File: config.mk
export PLATFORM = sky130hd
export DESIGN_NAME = greedy_word_wrap_unit
export DESIGN_NICKNAME = d
export VERILOG_FILES = /design/src/hw/rtl/gww_pkg.sv /design/src/hw/rtl/greedy_word_wrap_unit.sv /design/src/hw/rtl/gww_ctrl.sv /design/src/hw/rtl/gww_datapath.sv
export VERILOG_INCLUDE_DIRS = /design/src /design/src/hw/rtl
export SDC_FILE = /design/constraint.sdc
export NUM_CORES = 1
export LEC_CHECK = 0
export BUFFER_PORTS_ARGS = -buffer_cell sky130_fd_sc_hd__buf_2
export CORE_ASPECT_RATIO = 0.7
export CORE_MARGIN = 1.5
export CORE_UTILIZATION = 29
export DETAILED_ROUTE_END_ITERATION = 8
export PLACE_DENSITY_LB_ADDON = 0.05
export SYNTH_ARGS = -nofsm -noshare
export SYNTH_HDL_FRONTEND = slang
export SYNTH_HIERARCHICAL = 1
export SYNTH_SLANG_ARGS = --single-unit
File: constraint.sdc
create_clock -name clk -period 3.2 [get_ports clk]
set_input_delay 0.16 -clock clk [delete_from_list [all_inputs] [get_ports clk]]
set_output_delay 0.16 -clock clk [all_outputs]
set_load 0.005 [all_outputs]
File: src/hw/rtl/greedy_word_wrap_unit_macros.svh
// ----------------------------------------------------------------------------
// Greedy word wrap unit assertion macros
// Implication checks clocked on clk, disabled while arst_n is low.
// ----------------------------------------------------------------------------
`ifndef GREEDY_WORD_WRAP_UNIT_MACROS_SVH
`define GREEDY_WORD_WRAP_UNIT_MACROS_SVH

`ifndef SYNTH
// same-cycle implication
`define GWW_ASSERT_IMPL(label, cond, prop) \
	label: assert property (@(posedge clk) disable iff (!arst_n) (cond) |-> (prop)) \
		else $error("gww: same-cycle check failed");
// next-cycle implication
`define GWW_ASSERT_NEXT(label, cond, prop) \
	label: assert property (@(posedge clk) disable iff (!arst_n) (cond) |=> (prop)) \
		else $error("gww: next-cycle check failed");
`else
`define GWW_ASSERT_IMPL(label, cond, prop)
`define GWW_ASSERT_NEXT(label, cond, prop)
`endif

`endif

File: src/hw/rtl/gww_pkg.sv
// ----------------------------------------------------------------------------
// Greedy word wrap package
// Word types, controller states, and the command/status bundles.
// ----------------------------------------------------------------------------
package gww_pkg;

	localparam logic [7:0] SPACE_CHAR   = 8'd32;
	localparam logic [7:0] NEWLINE_CHAR = 8'd10;

	typedef struct packed {
		logic [7:0] char_in;
		logic       msg_end;
	} text_t;

	typedef struct packed {
		logic [7:0] char_out;
		logic       final_out;
	} line_t;

	typedef enum logic [2:0] {
		ST_IDLE,
		ST_DECIDE,
		ST_READ,
		ST_LOAD,
		ST_NEWLINE
	} state_t;

	typedef enum logic [1:0] {
		PLAN_NONE,
		PLAN_SPACE,
		PLAN_HARD,
		PLAN_REST
	} plan_t;

	typedef struct packed {
		logic  accept;
		plan_t plan;
		logic  rd_en;
		logic  load_byte;
		logic  load_nl;
	} cmd_t;

	typedef struct packed {
		logic full;
		logic at_width;
		logic empty;
		logic sp_valid;
		logic last;
		logic byte_last;
		logic out_free;
	} status_t;

endpackage

File: src/hw/rtl/greedy_word_wrap_unit.sv
// ----------------------------------------------------------------------------
// Greedy word wrap unit
// Rewraps a byte stream into lines of at most WIDTH characters.
// ----------------------------------------------------------------------------
// A byte that causes no line break goes through accept, then a break
// decision. When the store reaches WIDTH+1 bytes, or at message end, the
// unit emits a line of L bytes plus a newline, each byte read from the
// store and then loaded for output (waiting while the output stalls),
// then decides again; input is held off meanwhile. The byte rate during
// a line is set by the single registered read port of the circular line
// store. The break position is tracked as bytes arrive, so no search
// pass is needed. The store needs no clearing after reset.
`include "greedy_word_wrap_unit_macros.svh"

module greedy_word_wrap_unit
	import gww_pkg::*;
#(
	parameter int WIDTH = 32
)
(
	input  logic  clk,
	input  logic  arst_n,
	input  logic  text_valid,
	output logic  text_ready,
	input  text_t text_word,
	output logic  line_valid,
	input  logic  line_ready,
	output line_t line_word
);

	cmd_t    cmd;
	status_t status;

	gww_ctrl u_ctrl (
		.clk        (clk),
		.arst_n     (arst_n),
		.text_valid (text_valid),
		.text_ready (text_ready),
		.status     (status),
		.cmd        (cmd)
	);

	gww_datapath #(
		.WIDTH (WIDTH)
	) u_datapath (
		.clk        (clk),
		.arst_n     (arst_n),
		.text_word  (text_word),
		.cmd        (cmd),
		.status     (status),
		.line_valid (line_valid),
		.line_ready (line_ready),
		.line_word  (line_word)
	);

	// a full store must be drained before another word comes in
	`GWW_ASSERT_IMPL(a_no_accept_when_full, status.full, !text_ready)
	// the output register is only loaded into a free slot
	`GWW_ASSERT_IMPL(a_load_into_free, cmd.load_byte || cmd.load_nl, status.out_free)
	// each accepted word is followed by a decision cycle
	`GWW_ASSERT_NEXT(a_decide_after_accept, text_valid && text_ready, !text_ready)

endmodule

File: src/hw/rtl/gww_ctrl.sv
// ----------------------------------------------------------------------------
// Greedy word wrap controller
// Sequences accept, break decision, line readout and newline insertion.
// ----------------------------------------------------------------------------
module gww_ctrl
	import gww_pkg::*;
(
	input  logic    clk,
	input  logic    arst_n,
	input  logic    text_valid,
	output logic    text_ready,
	input  status_t status,
	output cmd_t    cmd
);

	state_t state_q;
	state_t state_n;

	always_ff @(posedge clk or negedge arst_n) begin
		if (!arst_n) begin
			state_q <= ST_IDLE;
		end else begin
			state_q <= state_n;
		end
	end

	always_comb begin
		state_n    = state_q;
		text_ready = 1'b0;
		cmd        = '{accept: 1'b0, plan: PLAN_NONE, rd_en: 1'b0,
			load_byte: 1'b0, load_nl: 1'b0};
		unique case (state_q)
			ST_IDLE: begin
				text_ready = 1'b1;
				if (text_valid) begin
					cmd.accept = 1'b1;
					state_n    = ST_DECIDE;
				end
			end
			ST_DECIDE: begin
				if (status.full) begin
					cmd.plan = status.sp_valid ? PLAN_SPACE : PLAN_HARD;
					state_n  = ST_READ;
				end else if (status.last && !status.empty) begin
					// exactly-WIDTH remainder still gets a space search
					if (status.at_width) begin
						cmd.plan = status.sp_valid ? PLAN_SPACE : PLAN_HARD;
					end else begin
						cmd.plan = PLAN_REST;
					end
					state_n = ST_READ;
				end else begin
					state_n = ST_IDLE;
				end
			end
			ST_READ: begin
				cmd.rd_en = 1'b1;
				state_n   = ST_LOAD;
			end
			ST_LOAD: begin
				if (status.out_free) begin
					cmd.load_byte = 1'b1;
					state_n       = status.byte_last ? ST_NEWLINE : ST_READ;
				end
			end
			ST_NEWLINE: begin
				if (status.out_free) begin
					cmd.load_nl = 1'b1;
					state_n     = ST_DECIDE;
				end
			end
			default: begin
				state_n = ST_IDLE;
			end
		endcase
	end

endmodule

File: src/hw/rtl/gww_datapath.sv
// ----------------------------------------------------------------------------
// Greedy word wrap datapath
// Circular line store, fill/space tracking, line plan and output register.
// ----------------------------------------------------------------------------
module gww_datapath
	import gww_pkg::*;
#(
	parameter int WIDTH = 32
)
(
	input  logic    clk,
	input  logic    arst_n,
	input  text_t   text_word,
	input  cmd_t    cmd,
	output status_t status,
	output logic    line_valid,
	input  logic    line_ready,
	output line_t   line_word
);

	localparam int DEPTH = WIDTH + 1;
	localparam int PTR_W = $clog2(DEPTH);
	localparam int CNT_W = $clog2(WIDTH + 2);
	localparam logic [CNT_W-1:0] WIDTH_C  = CNT_W'(WIDTH);
	localparam logic [CNT_W-1:0] DEPTH_C  = CNT_W'(DEPTH);
	localparam logic [PTR_W-1:0] LAST_PTR = PTR_W'(DEPTH - 1);

	function automatic logic [PTR_W-1:0] wrap_inc(input logic [PTR_W-1:0] ptr);
		return (ptr == LAST_PTR) ? '0 : ptr + PTR_W'(1);
	endfunction

	logic [7:0]       mem [DEPTH];
	logic [7:0]       rdata_q;
	logic [PTR_W-1:0] head_q;
	logic [PTR_W-1:0] tail_q;
	logic [PTR_W-1:0] rd_ptr_q;
	logic [CNT_W-1:0] fill_q;
	logic [CNT_W-1:0] sp_q;
	logic             sp_valid_q;
	logic             last_q;
	logic [CNT_W-1:0] len_q;
	logic [CNT_W-1:0] drop_q;
	logic [CNT_W-1:0] cnt_q;
	logic             final_q;
	logic             line_valid_q;
	line_t            line_q;

	logic [CNT_W-1:0] len_n;
	logic [CNT_W-1:0] drop_n;
	logic [CNT_W:0]   head_sum;
	logic [PTR_W-1:0] head_n;
	logic             out_free;

	assign out_free = !line_valid_q || line_ready;

	always_comb begin
		len_n  = fill_q;
		drop_n = fill_q;
		case (cmd.plan)
			PLAN_SPACE: begin
				// the break space itself is dropped
				len_n  = sp_q;
				drop_n = sp_q + CNT_W'(1);
			end
			PLAN_HARD: begin
				len_n  = WIDTH_C;
				drop_n = WIDTH_C;
			end
			default: begin
				len_n  = fill_q;
				drop_n = fill_q;
			end
		endcase
	end

	always_comb begin
		head_sum = (CNT_W + 1)'(head_q) + (CNT_W + 1)'(drop_q);
		if (head_sum >= (CNT_W + 1)'(DEPTH)) begin
			head_sum = head_sum - (CNT_W + 1)'(DEPTH);
		end
		head_n = head_sum[PTR_W-1:0];
	end

	// line store
	always_ff @(posedge clk) begin
		if (cmd.accept) begin
			mem[tail_q] <= text_word.char_in;
		end
		if (cmd.rd_en) begin
			rdata_q <= mem[rd_ptr_q];
		end
	end

	always_ff @(posedge clk or negedge arst_n) begin
		if (!arst_n) begin
			head_q     <= '0;
			tail_q     <= '0;
			fill_q     <= '0;
			sp_valid_q <= 1'b0;
		end else begin
			if (cmd.accept) begin
				tail_q <= wrap_inc(tail_q);
				fill_q <= fill_q + CNT_W'(1);
				// a space at the line head is text, never a break point
				if (text_word.char_in == SPACE_CHAR && fill_q != '0) begin
					sp_valid_q <= 1'b1;
				end
			end else if (cmd.load_nl) begin
				// nothing kept after a drop can be a space
				head_q     <= head_n;
				fill_q     <= fill_q - drop_q;
				sp_valid_q <= 1'b0;
			end
		end
	end

	always_ff @(posedge clk) begin
		if (cmd.accept) begin
			last_q <= text_word.msg_end;
			if (text_word.char_in == SPACE_CHAR && fill_q != '0) begin
				sp_q <= fill_q;
			end
		end
		if (cmd.plan != PLAN_NONE) begin
			len_q    <= len_n;
			drop_q   <= drop_n;
			final_q  <= last_q && (fill_q == drop_n);
			cnt_q    <= '0;
			rd_ptr_q <= head_q;
		end else begin
			if (cmd.rd_en) begin
				rd_ptr_q <= wrap_inc(rd_ptr_q);
			end
			if (cmd.load_byte) begin
				cnt_q <= cnt_q + CNT_W'(1);
			end
		end
	end

	// output register
	always_ff @(posedge clk or negedge arst_n) begin
		if (!arst_n) begin
			line_valid_q <= 1'b0;
		end else if (cmd.load_byte || cmd.load_nl) begin
			line_valid_q <= 1'b1;
		end else if (line_ready) begin
			line_valid_q <= 1'b0;
		end
	end

	always_ff @(posedge clk) begin
		if (cmd.load_byte) begin
			line_q <= '{char_out: rdata_q, final_out: 1'b0};
		end else if (cmd.load_nl) begin
			line_q <= '{char_out: NEWLINE_CHAR, final_out: final_q};
		end
	end

	assign line_valid = line_valid_q;
	assign line_word  = line_q;

	assign status = '{
		full:      (fill_q == DEPTH_C),
		at_width:  (fill_q == WIDTH_C),
		empty:     (fill_q == '0),
		sp_valid:  sp_valid_q,
		last:      last_q,
		byte_last: (cnt_q == len_q - CNT_W'(1)),
		out_free:  out_free
	};

endmodule
==> out/metrics.csv <==
metric;value;unit
biggest area consumer among synthesized cells;edfxtp_1;
Worst Hold Path EP;u_ctrl/state_q[0];
Power Dens Cells;855;mW/mm²
area delta synth->final;17.6;%
Reg2Reg Setup Slack;0.31;ns
Pwr Total;14.4;mW
required time of the critical path;3.62;ns
H-tree levels;2;
adder-cell share of the synthesized area;0.0238;
Critical Path Max Stage Delay;0.61;ns
cell-internal power;9.79;mW
Worst R2R Path Depth;9;
routability congestion estimate;0.799;
worst path arrival time;3.31;ns
fin. max-slew vios;0;
simple-gate share of the synthesized area;0.0752;
Fillers;4609;
xor/xnor share of the synthesized area;0.0221;
IO Port Bufs;23;
1st-pass router iterations;7;
post-synthesis compound-gate area fraction;0.0324;
Logic pwr share;0.300;
remaining antenna violation count;0;
Avg WL per Cell;23.1;µm
leakage;5.70;nW
Initial Utilization;0.296;
critical path peak fanout;6;
DRT iter0 DRCs;669;
CP startpoint;u_datapath/drop_q[0];
register area share after synthesis;0.693;
die width;268;µm
area share of the leading cell type in the synthesized netlist;0.643;
Synth Register Bits;336;
Syn Area/Cell;17.0;µm²
Max Cap Violations;0;
routed vias;7722;
design area;0.0168;mm²
Worst Path Buf+Inv;1;
CTS tree;built;
CP top delay family;compound AO/OA/AOI/OAI gates;
DP HPWL;25400;µm
Nets;968;
setup violators final;0;
DIE AREA;0.0506;mm²
CTS buffer count;38;
endpoint type of the worst setup path;register;
RSZ-0062 raised after global routing;no;
die span in y;189;µm
mux cell area share after synthesis;0.135;
Async SR Flop Fraction;0.0685;
status;finished, final reports clean;
initial antenna violation count;2;
most frequent cell after synthesis;edfxtp_1;
kind of start point of the critical path;register;
sw power;4.58;mW
Congestion Overflow GR;0;
WHS;0.0563;ns
worst hold start;text_valid;
cell area after synthesis;0.0143;mm²
Setup CP Type;reg2reg;
Switching Fraction;0.318;
Setup Fix Bufs, Post-CTS;0;
Period minus WS final;2.89;ns
R2R Path Start;u_datapath/drop_q[0];
relative max-transition margin;0.310;
largest net degree at the start of global routing;41;
CTS root buffer;clkbuf_16;
register share of total power;0.399;
Net Count, Synth;880;
Gate Count Post-Synth;841;
num ports;24;
YS warnings;6;
via/cell ratio;4.79;
worst r2r dst;u_datapath/head_q[0];
skew final;0.0174;ns
CP cell instances;ha_1 > inv_1 > fa_1 > nor2b_1 > o21ai_2 > xnor2_1 > o41ai_2 > a21oi_1 > o31ai_1;
CTS sink count;336;
total routed wirelength;37300;µm
antenna diode count;0;
global-route usage over all layers;0.151;
FP Rows;67;
Core Area;0.0483;mm²
Clock Latency Late Sink;0.53;ns
peak supply drop;0.356;mV
slowest CP cell;o41ai_2;
most frequent cells after synthesis;edfxtp_1 (306), mux4_2 (80), nor2_1 (69), nand2_1 (54), ha_1 (24);
setup TNS;0;ns
f_max;0.346;GHz
top_reg_cell synth;edfxtp_1;
vias in the first global route;7848;
Area contributors post-synth;edfxtp_1 (64%), mux4_2 (13%), dfrtp_1 (4.0%);
CTS max path bufs;3;
largest family of logic cells by synthesized area;multiplexers;
drt drc;0;
Post-synth EDFFs;306;
wire length of the first global-routing pass;55100;µm
Clk pwr share;0.301;
Worst-path clk slew;0.06;ns
count of final hold-check violations;0;
Tcrit/Tclk final;0.903;
Hold Crit Class;in2reg;
Worst Hold Depth;4;
Slew @ Worst Pin;1.03;ns
share of post-route cells with drive strength above 1;0.241;
Placed Area;0.0155;mm²
Synth cell types;61;
==> cell type report <==
| cell class | count | area [µm²] | area share |
|---|---|---|---|
| flip-flops and latches | 336 | 9900 | 0.589 |
| multi-input cells | 448 | 4130 | 0.246 |
| clock buffers | 47 | 1060 | 0.0628 |
| well taps | 655 | 820 | 0.0487 |
| repair buffers | 82 | 626 | 0.0372 |
| clock inverters | 22 | 186 | 0.0111 |
| inverters | 23 | 86.3 | 0.00514 |
==> worst max-delay path by stage <==
| stage | endpoint | slack [ns] | cells after the start |
|---|---|---|---|
| finish | u_datapath/head_q[0] | 0.31 | 9 |
| global route | u_datapath/final_q | 0.05 | 13 |
| CTS | u_datapath/final_q | 0.22 | 13 |
| detailed placement | u_datapath/final_q | 0.23 | 13 |
| global placement | u_datapath/final_q | 0.31 | 13 |
| floorplan | u_datapath/fill_q[5] | 0.32 | 13 |
==> flip-flops by register name, indices dropped and copies added (netlist names) <==
name	cells
u_datapath/fill_q	6
u_datapath/len_q	6
u_ctrl/state_q	3
u_datapath/head_q	6
u_datapath/line_word	9
u_datapath/cnt_q	6
u_datapath/mem	264
u_datapath/final_q	1
u_datapath/tail_q	6
u_datapath/sp_valid_q	1
u_datapath/rdata_q	8
u_datapath/last_q	1
u_datapath/line_valid	1
u_datapath/drop_q	6
u_datapath/rd_ptr_q	6
u_datapath/sp_q	6
==> power groups by stage <==
stage | registers [mW] | clock network [mW] | logic, mW
final | 5.73 | 4.33 | 4.32
after global routing | 5.78 | 4.64 | 4.69
after CTS | 5.73 | 4.47 | 4.41
after detailed placement | 5.82 | 0 | 4.39
after global placement | 5.81 | 0 | 4.39
after floorplan | 5.56 | 0 | 2.95
==> metal layers <==
layer	vias up	part of all wire	GRT usage	wire, µm
met5	-	0	0	0
met4	0	0.011	0.0268	395
met3	34	0.039	0.0256	1470
met2	165	0.41	0.207	15100
met1	4056	0.54	0.248	20300
li1	3467	-	-	-
==> cells in the final DEF, fill, tap and decap left out, types with 13 or more instances in the layout <==
cell type	netlist	routed
nand2_1	54	54
inv_1	22	22
mux4_2	80	80
o21ai_0	22	22
clkbuf_16	0	39
buf_4	3	52
xnor2_1	16	16
buf_2	4	23
edfxtp_1	306	306
ha_1	24	24
a21oi_1	13	13
xor2_1	20	20
dfrtp_1	23	23
nor2_1	69	69
nand3_1	16	16
==> stage by stage <==
step	util	worst slack (ns)	instances
after floorplan	-	0.321	841
after detailed placement	0.322	0.227	1542
final	0.348	0.309	1613
after global placement	0.322	0.306	1542
after CTS	0.348	0.219	1613
after global routing	0.348	0.0512	1613
==> worst register-to-register path, stage by stage, from the launching register on <==
cell and delay, ns:
edfxtp_1 0.49, ha_1 0.25, inv_1 0.06, fa_1 0.41
nor2b_1 0.21, o21ai_2 0.10, xnor2_1 0.23, o41ai_2 0.61
a21oi_1 0.17, o31ai_1 0.25
==> cells by family (layout without fill, tap and decap cells) <==
| group | count (synthesis) | count (layout) |
|---|---|---|
| fa+ha+maj | 26 | 26 |
| flops | 336 | 336 |
| xor+xnor | 36 | 36 |
| mux | 93 | 93 |
| compound gates | 73 | 73 |
| simple gates | 220 | 220 |
| buf+inv | 57 | 174 |
==> timing repair <==
item                                    4_1_cts  5_1_grt
resized for setup                             0        1
hold buffers                                  2        0
endpoints found under the hold margin        24        0
endpoints found under the setup margin        0        1
(Power assumes the default switching activity.)
